--- src/hdl/ace_window_contrast_filter_core_macros.svh ---
// assertion macros for the ace window contrast filter
// no dependencies; included by the top level
`ifndef ACE_WINDOW_CONTRAST_FILTER_CORE_MACROS_SVH
`define ACE_WINDOW_CONTRAST_FILTER_CORE_MACROS_SVH
`ifndef SYNTH
`define ACEWCF_ASSERT_IMP(lbl, clk, rst, ante, cons) \
    lbl: assert property (@(posedge clk) disable iff (!rst) (ante) |-> (cons)) \
        else $error("acewcf assertion failed");
`define ACEWCF_ASSERT_NXT(lbl, clk, rst, ante, cons) \
    lbl: assert property (@(posedge clk) disable iff (!rst) (ante) |=> (cons)) \
        else $error("acewcf assertion failed");
`else
`define ACEWCF_ASSERT_IMP(lbl, clk, rst, ante, cons)
`define ACEWCF_ASSERT_NXT(lbl, clk, rst, ante, cons)
`endif
`endif

--- src/hdl/acewcf_pkg.sv ---
// shared types, constants and weight functions of the ace window filter
// no dependencies
package acewcf_pkg;

    localparam int KW     = 21;
    localparam int HMAX   = 1024;
    localparam int HW     = 11;
    localparam int GW     = 8;
    localparam int PXW    = 8;
    localparam int CW     = 17;
    localparam int WTW    = 16;
    localparam int ACC_W  = 26;
    localparam int CFG_IW = 2;
    localparam int CFG_DW = 11;

    localparam logic [CFG_IW-1:0] CFG_SLOPE_GAIN   = 2'd0;
    localparam logic [CFG_IW-1:0] CFG_FRAME_WIDTH  = 2'd1;
    localparam logic [CFG_IW-1:0] CFG_FRAME_HEIGHT = 2'd2;

    localparam logic [GW-1:0] GAIN_RST   = 8'd4;
    localparam logic [HW-1:0] WIDTH_RST  = 11'd640;
    localparam logic [HW-1:0] HEIGHT_RST = 11'd480;

    typedef struct packed {
        logic issue;
        logic inframe;
        logic center;
        logic clear;
    } mac_ctl_t;

    function automatic logic [63:0] udiv64(input logic [63:0] num, input logic [63:0] den);
        logic [63:0] q;
        logic [63:0] rem;
        q = '0;
        rem = '0;
        for (int s = 63; s >= 0; s--)
        begin
            rem = {rem[62:0], num[s]};
            if (rem >= den)
            begin
                rem = rem - den;
                q[s] = 1'b1;
            end
        end
        return q;
    endfunction

    function automatic logic [63:0] isqrt64(input logic [63:0] v_in);
        logic [63:0] v;
        logic [63:0] r;
        logic [63:0] b;
        v = v_in;
        r = '0;
        b = 64'h4000_0000_0000_0000;
        for (int s = 0; s < 32; s++)
        begin
            if (b > v)
                b = b >> 2;
        end
        for (int s = 0; s < 32; s++)
        begin
            if (b != 0)
            begin
                if (v >= r + b)
                begin
                    v = v - (r + b);
                    r = (r >> 1) + b;
                end
                else
                    r = r >> 1;
                b = b >> 2;
            end
        end
        return r;
    endfunction

    function automatic logic [63:0] inv_dist(input int di, input int dj);
        logic [63:0] n;
        n = 64'(di * di + dj * dj);
        if (n == 0)
            return '0;
        return isqrt64(udiv64(64'h4000_0000_0000_0000, n));
    endfunction

    function automatic logic [63:0] inv_total(input int radius);
        logic [63:0] t;
        t = '0;
        for (int i = -radius; i <= radius; i++)
        begin
            for (int j = -radius; j <= radius; j++)
                t = t + inv_dist(i, j);
        end
        return t;
    endfunction

    function automatic logic [63:0] tap_weight(input int di, input int dj,
                                               input logic [63:0] total);
        logic [63:0] num;
        num = (inv_dist(di, dj) << 16) + (total >> 1);
        return udiv64(num, total);
    endfunction

endpackage

--- src/hdl/acewcf_mac.sv ---
// window multiply-accumulate pipeline: difference, gain, clamp, weight, sum
// depends on acewcf_pkg
module acewcf_mac #(
    parameter int RADIUS = 7,
    parameter int TW     = 8
) (
    input  logic                                   clk,
    input  logic                                   rst_n,
    input  acewcf_pkg::mac_ctl_t                   ctl,
    input  logic [TW-1:0]                          tap,
    input  logic [acewcf_pkg::PXW-1:0]             rd_data,
    input  logic [acewcf_pkg::GW-1:0]              gain,
    output logic signed [acewcf_pkg::ACC_W-1:0]    acc,
    output logic                                   busy
);
    import acewcf_pkg::*;

    localparam int WIN  = 2 * RADIUS + 1;
    localparam int TAPS = WIN * WIN;
    localparam int PW1  = PXW + GW + 2;
    localparam logic [63:0] TOTAL = inv_total(RADIUS);

    logic [WTW-1:0] wtab [TAPS];

    for (genvar g = 0; g < TAPS; g++)
    begin : g_wt
        localparam int DI = g / WIN - RADIUS;
        localparam int DJ = g % WIN - RADIUS;
        assign wtab[g] = WTW'(tap_weight(DI, DJ, TOTAL));
    end

    logic                    s1_v_reg, s2_v_reg, s3_v_reg, s1_ctr_reg;
    logic                    s1_in_reg;
    logic [TW-1:0]           s1_tap_reg, s2_tap_reg;
    logic [PXW-1:0]          p_reg;
    logic signed [PW1-1:0]   s2_prod_reg;
    logic signed [ACC_W-1:0] s3_prod_reg;
    logic signed [ACC_W-1:0] acc_reg, acc_next;

    logic [PXW-1:0]          q;
    logic signed [PXW:0]     diff;
    logic signed [PW1-1:0]   prod1;
    logic signed [PXW:0]     clamped;
    logic signed [ACC_W-1:0] prod2;

    assign q     = s1_in_reg ? rd_data : '0;
    assign diff  = $signed({1'b0, p_reg}) - $signed({1'b0, q});
    assign prod1 = diff * $signed({1'b0, gain});

    always_comb
    begin
        if (s2_prod_reg > $signed(PW1'(255)))
            clamped = $signed((PXW + 1)'(255));
        else if (s2_prod_reg < -$signed(PW1'(255)))
            clamped = -$signed((PXW + 1)'(255));
        else
            clamped = s2_prod_reg[PXW:0];
    end

    assign prod2 = clamped * $signed({1'b0, wtab[s2_tap_reg]});

    always_comb
    begin
        acc_next = acc_reg;
        if (ctl.clear)
            acc_next = '0;
        else if (s3_v_reg)
            acc_next = acc_reg + s3_prod_reg;
    end

    always_ff @(posedge clk or negedge rst_n)
    begin
        if (!rst_n)
        begin
            s1_v_reg   <= 1'b0;
            s2_v_reg   <= 1'b0;
            s3_v_reg   <= 1'b0;
            s1_ctr_reg <= 1'b0;
            acc_reg    <= '0;
        end
        else
        begin
            s1_v_reg   <= ctl.issue;
            s2_v_reg   <= s1_v_reg;
            s3_v_reg   <= s2_v_reg;
            s1_ctr_reg <= ctl.center;
            acc_reg    <= acc_next;
        end
    end

    always_ff @(posedge clk)
    begin
        s1_in_reg   <= ctl.inframe;
        s1_tap_reg  <= tap;
        s2_tap_reg  <= s1_tap_reg;
        s2_prod_reg <= prod1;
        s3_prod_reg <= prod2;
        if (s1_ctr_reg)
            p_reg <= rd_data;
    end

    assign acc  = acc_reg;
    assign busy = s1_v_reg | s2_v_reg | s3_v_reg;

endmodule

--- config.mk ---
export PLATFORM = sky130hd
export DESIGN_NAME = acewcf_mac
export DESIGN_NICKNAME = d
export VERILOG_FILES = /design/src/hdl/ace_window_contrast_filter_core_macros.svh /design/src/hdl/acewcf_pkg.sv /design/src/hdl/acewcf_mac.sv
export SDC_FILE = /design/constraint.sdc
export NUM_CORES = 1
export LEC_CHECK = 0
export BUFFER_PORTS_ARGS = -buffer_cell sky130_fd_sc_hd__clkbuf_2
export CORE_MARGIN = 2
export CORE_UTILIZATION = 40
export DETAILED_ROUTE_END_ITERATION = 10
export SLEW_MARGIN = 10
export SYNTH_ARGS = -nofsm -noshare
export SYNTH_HDL_FRONTEND = slang
export SYNTH_SLANG_ARGS = --single-unit
--- constraint.sdc ---
create_clock -name clk -period 20.9 [get_ports clk]
set_input_delay 5.225 -clock clk [delete_from_list [all_inputs] [get_ports clk]]
set_output_delay 5.225 -clock clk [all_outputs]
set_load 0.05 [all_outputs]
==> out/qor.csv <==
metric;value;unit
dr_total_vias;11100;
critPathMaxStageDelay;0.58;ns
clkTransAtPathRegs;0.07;ns
synth_top_family_by_area;adder cells;
ios;57;
hold_path_depth;0;
dp_hpwl;25.3;mm
initial_core_util;40.5;%
drive_gt1_share;7.78;%
nets;1871;
hold_viol;0;
antennaDiodeCount;0;
cap_violations;0;
grt_pass1_vias;11000;
cp_slowest_cell;a21oi_1;
drt_iter0_markers;928;
synth_nets;1868;
ys_warn_count;0;
via_per_inst;5.50;
insertion_delay;0.36;ns
synth_compound_area_share;18.2;%
grt_start_max_net_pins;71;
place_inst;2007;
cts_tree;built;
synth_adder_area_share;32.3;%
yosysMostFrequentCell;inv_1;
setup_viol;0;
timing.slew.headroom;37.6;%
synthTopCellsByArea;fa_1, ha_1, dfxtp_1, dfrtp_1, inv_1;
synth_commonest_cells;inv_1, ha_1, nor2_1;
rsz0062_at_grt;false;
drv_slew;0;
drc;0;
ctsResizeCount;0;
netlist_area;0.0132;mm²
max_freq;89.2;MHz
die_area;0.0345;mm²
end_kind;flip-flop;
antenna_left;0;
start_kind;primary input;
yosys.area_share.simple;18.2;%
wl;32.6;mm
area_growth;7.18;%
path_delay_family;adder cells;
fill_cells;3328;
synth.area.mux_share;2.87;%
path_class;in2reg;
worst_pin_slew;0.925;ns
crit_top_cell;fa_1;
clk_path_buf_depth;2;
postCtsSetupRepairBufs;0;
h-tree-depth;3;
worst-path-buf-inv;5;
grt_antenna_before_repair;0;
io_buffers;56;
ys_seq_elements;99;
synth_edf_count;8;
synthDistinctLibCells;78;
synth_seq_area_share;16.8;%
skew;0.0142;ns
firstDrtPassIters;6;
hold_path_end;s2_tap_reg[4];
grt-ovfl-total;0;
regArea;0.00222;mm²
synthArstFlopShare;30.3;%
hold_buffers;0;
r2r_cells;26;
design.core.area;0.0325;mm²
synthCells;1573;
wl_per_cell;16.1;µm
synth_area_per_cell;8.39;µm²
layout.cells.non_filler;2023;
die_w;186;µm
fin_crit_sh;53.7;%
r2r_setup_slack;12.30;ns
status;complete, no violations;
grt_first_pass_wirelength;54.6;mm
yosysTopAreaCell;fa_1;
fin_crit;11.22;ns
rows;66;
multi_input_area;0.00996;mm²
hold_class;reg2reg;
synth_xor_area_share;3.85;%
reg2reg_from;s2_tap_reg[0];
min-delay-start;s1_tap_reg[4];
grt_use_total;19.5;%
die_y;186;µm
cts_buffers;9;
clock-sinks;99;
gp_congestion;0.966;
synth.top_cell.area_share;19.1;%
clock-root-buffer;clkbuf_16;
required;21.19;ns
setup_tns;0;ns
ys.flop_type;dfxtp_1;
worst_ep_arrival_time;11.51;ns
critPathMaxFanout;12;
reg2reg_to;s3_prod_reg[21];
cells in the final DEF, fill, tap and decap left out, drive strengths merged, types with 5 or more instances in the layout:
cell	n
o311ai	10
and2	56
nor2b	30
nor3	28
nor2	135
edfxtp	8
nand3	40
a211oi	26
a21oi	85
nand2b	42
or3	6
clkbuf	66
ha	139
dfrtp	30
mux2	7
fa	126
or2	14
nor4	5
o21ai	77
a31oi	18
xnor2	41
a22o	5
a311oi	9
o22ai	9
dfxtp	61
a221oi	6
o211ai	14
inv	181
xor2	17
nand2	120
o31ai	8
mux2i	21
a21o	38
o21a	7
buf	17
and3	8
o21bai	6
per-stage QoR:
stage	cell area, µm²	setup slack (ns)	hold slack (ns)	util, %
3_5_place_dp	13800	9.23	0.313	42.5
2_1_floorplan	13200	10.00	0.310	-
4_1_cts	14100	9.61	0.330	43.5
5_1_grt	14100	9.17	0.334	43.5
6_report	14100	9.68	0.327	43.5
3_3_place_gp	13800	9.40	0.310	42.5
how the worst max path moves through the flow:
stage / start / endpoint / slack (ns) / depth (start not counted)
CTS: rd_data[0] / s2_prod_reg[17] / 9.61 / 26
detailed placement: rd_data[0] / s2_prod_reg[17] / 9.23 / 26
finish: rd_data[0] / s2_prod_reg[17] / 9.68 / 26
global placement: rd_data[0] / s2_prod_reg[17] / 9.40 / 26
global route: rd_data[0] / s2_prod_reg[17] / 9.17 / 27
floorplan: rd_data[0] / s2_prod_reg[17] / 10.00 / 26
worst reg2reg max path: cells and delay by family (launching register included):
kind            cells  cell delay [ns]
buf+inv             4             0.33
simple gates        3             0.54
xor+xnor            1             0.17
flops               1             0.82
fa+ha+maj           8             3.33
compound gates     10             3.32
layout make-up:
class	instances	share of cell area, %
repair buffers	73	2.88
inverters	180	4.78
clock inverters	6	0.681
flip-flops and latches	99	15.7
clock buffers	10	1.62
multi-input cells	1213	70.5
well taps	442	3.91
per-layer routing:
metal | track usage [%] | wire (µm)
met1 | 26.2 | 15000
met3 | 2.86 | 2180
met2 | 32.2 | 14600
met4 | 6.55 | 765
met5 | 0 | 0
cell families after synthesis:
| kind of cell | Yosys count |
|---|---|
| compound gates | 361 |
| xor+xnor | 58 |
| fa+ha+maj | 265 |
| buf+inv | 261 |
| flops | 99 |
| mux | 32 |
| simple gates | 497 |
Power is left out: the tool's default activity adds up to more than one toggle a clock period on the data nets, which glitch-free logic cannot reach.
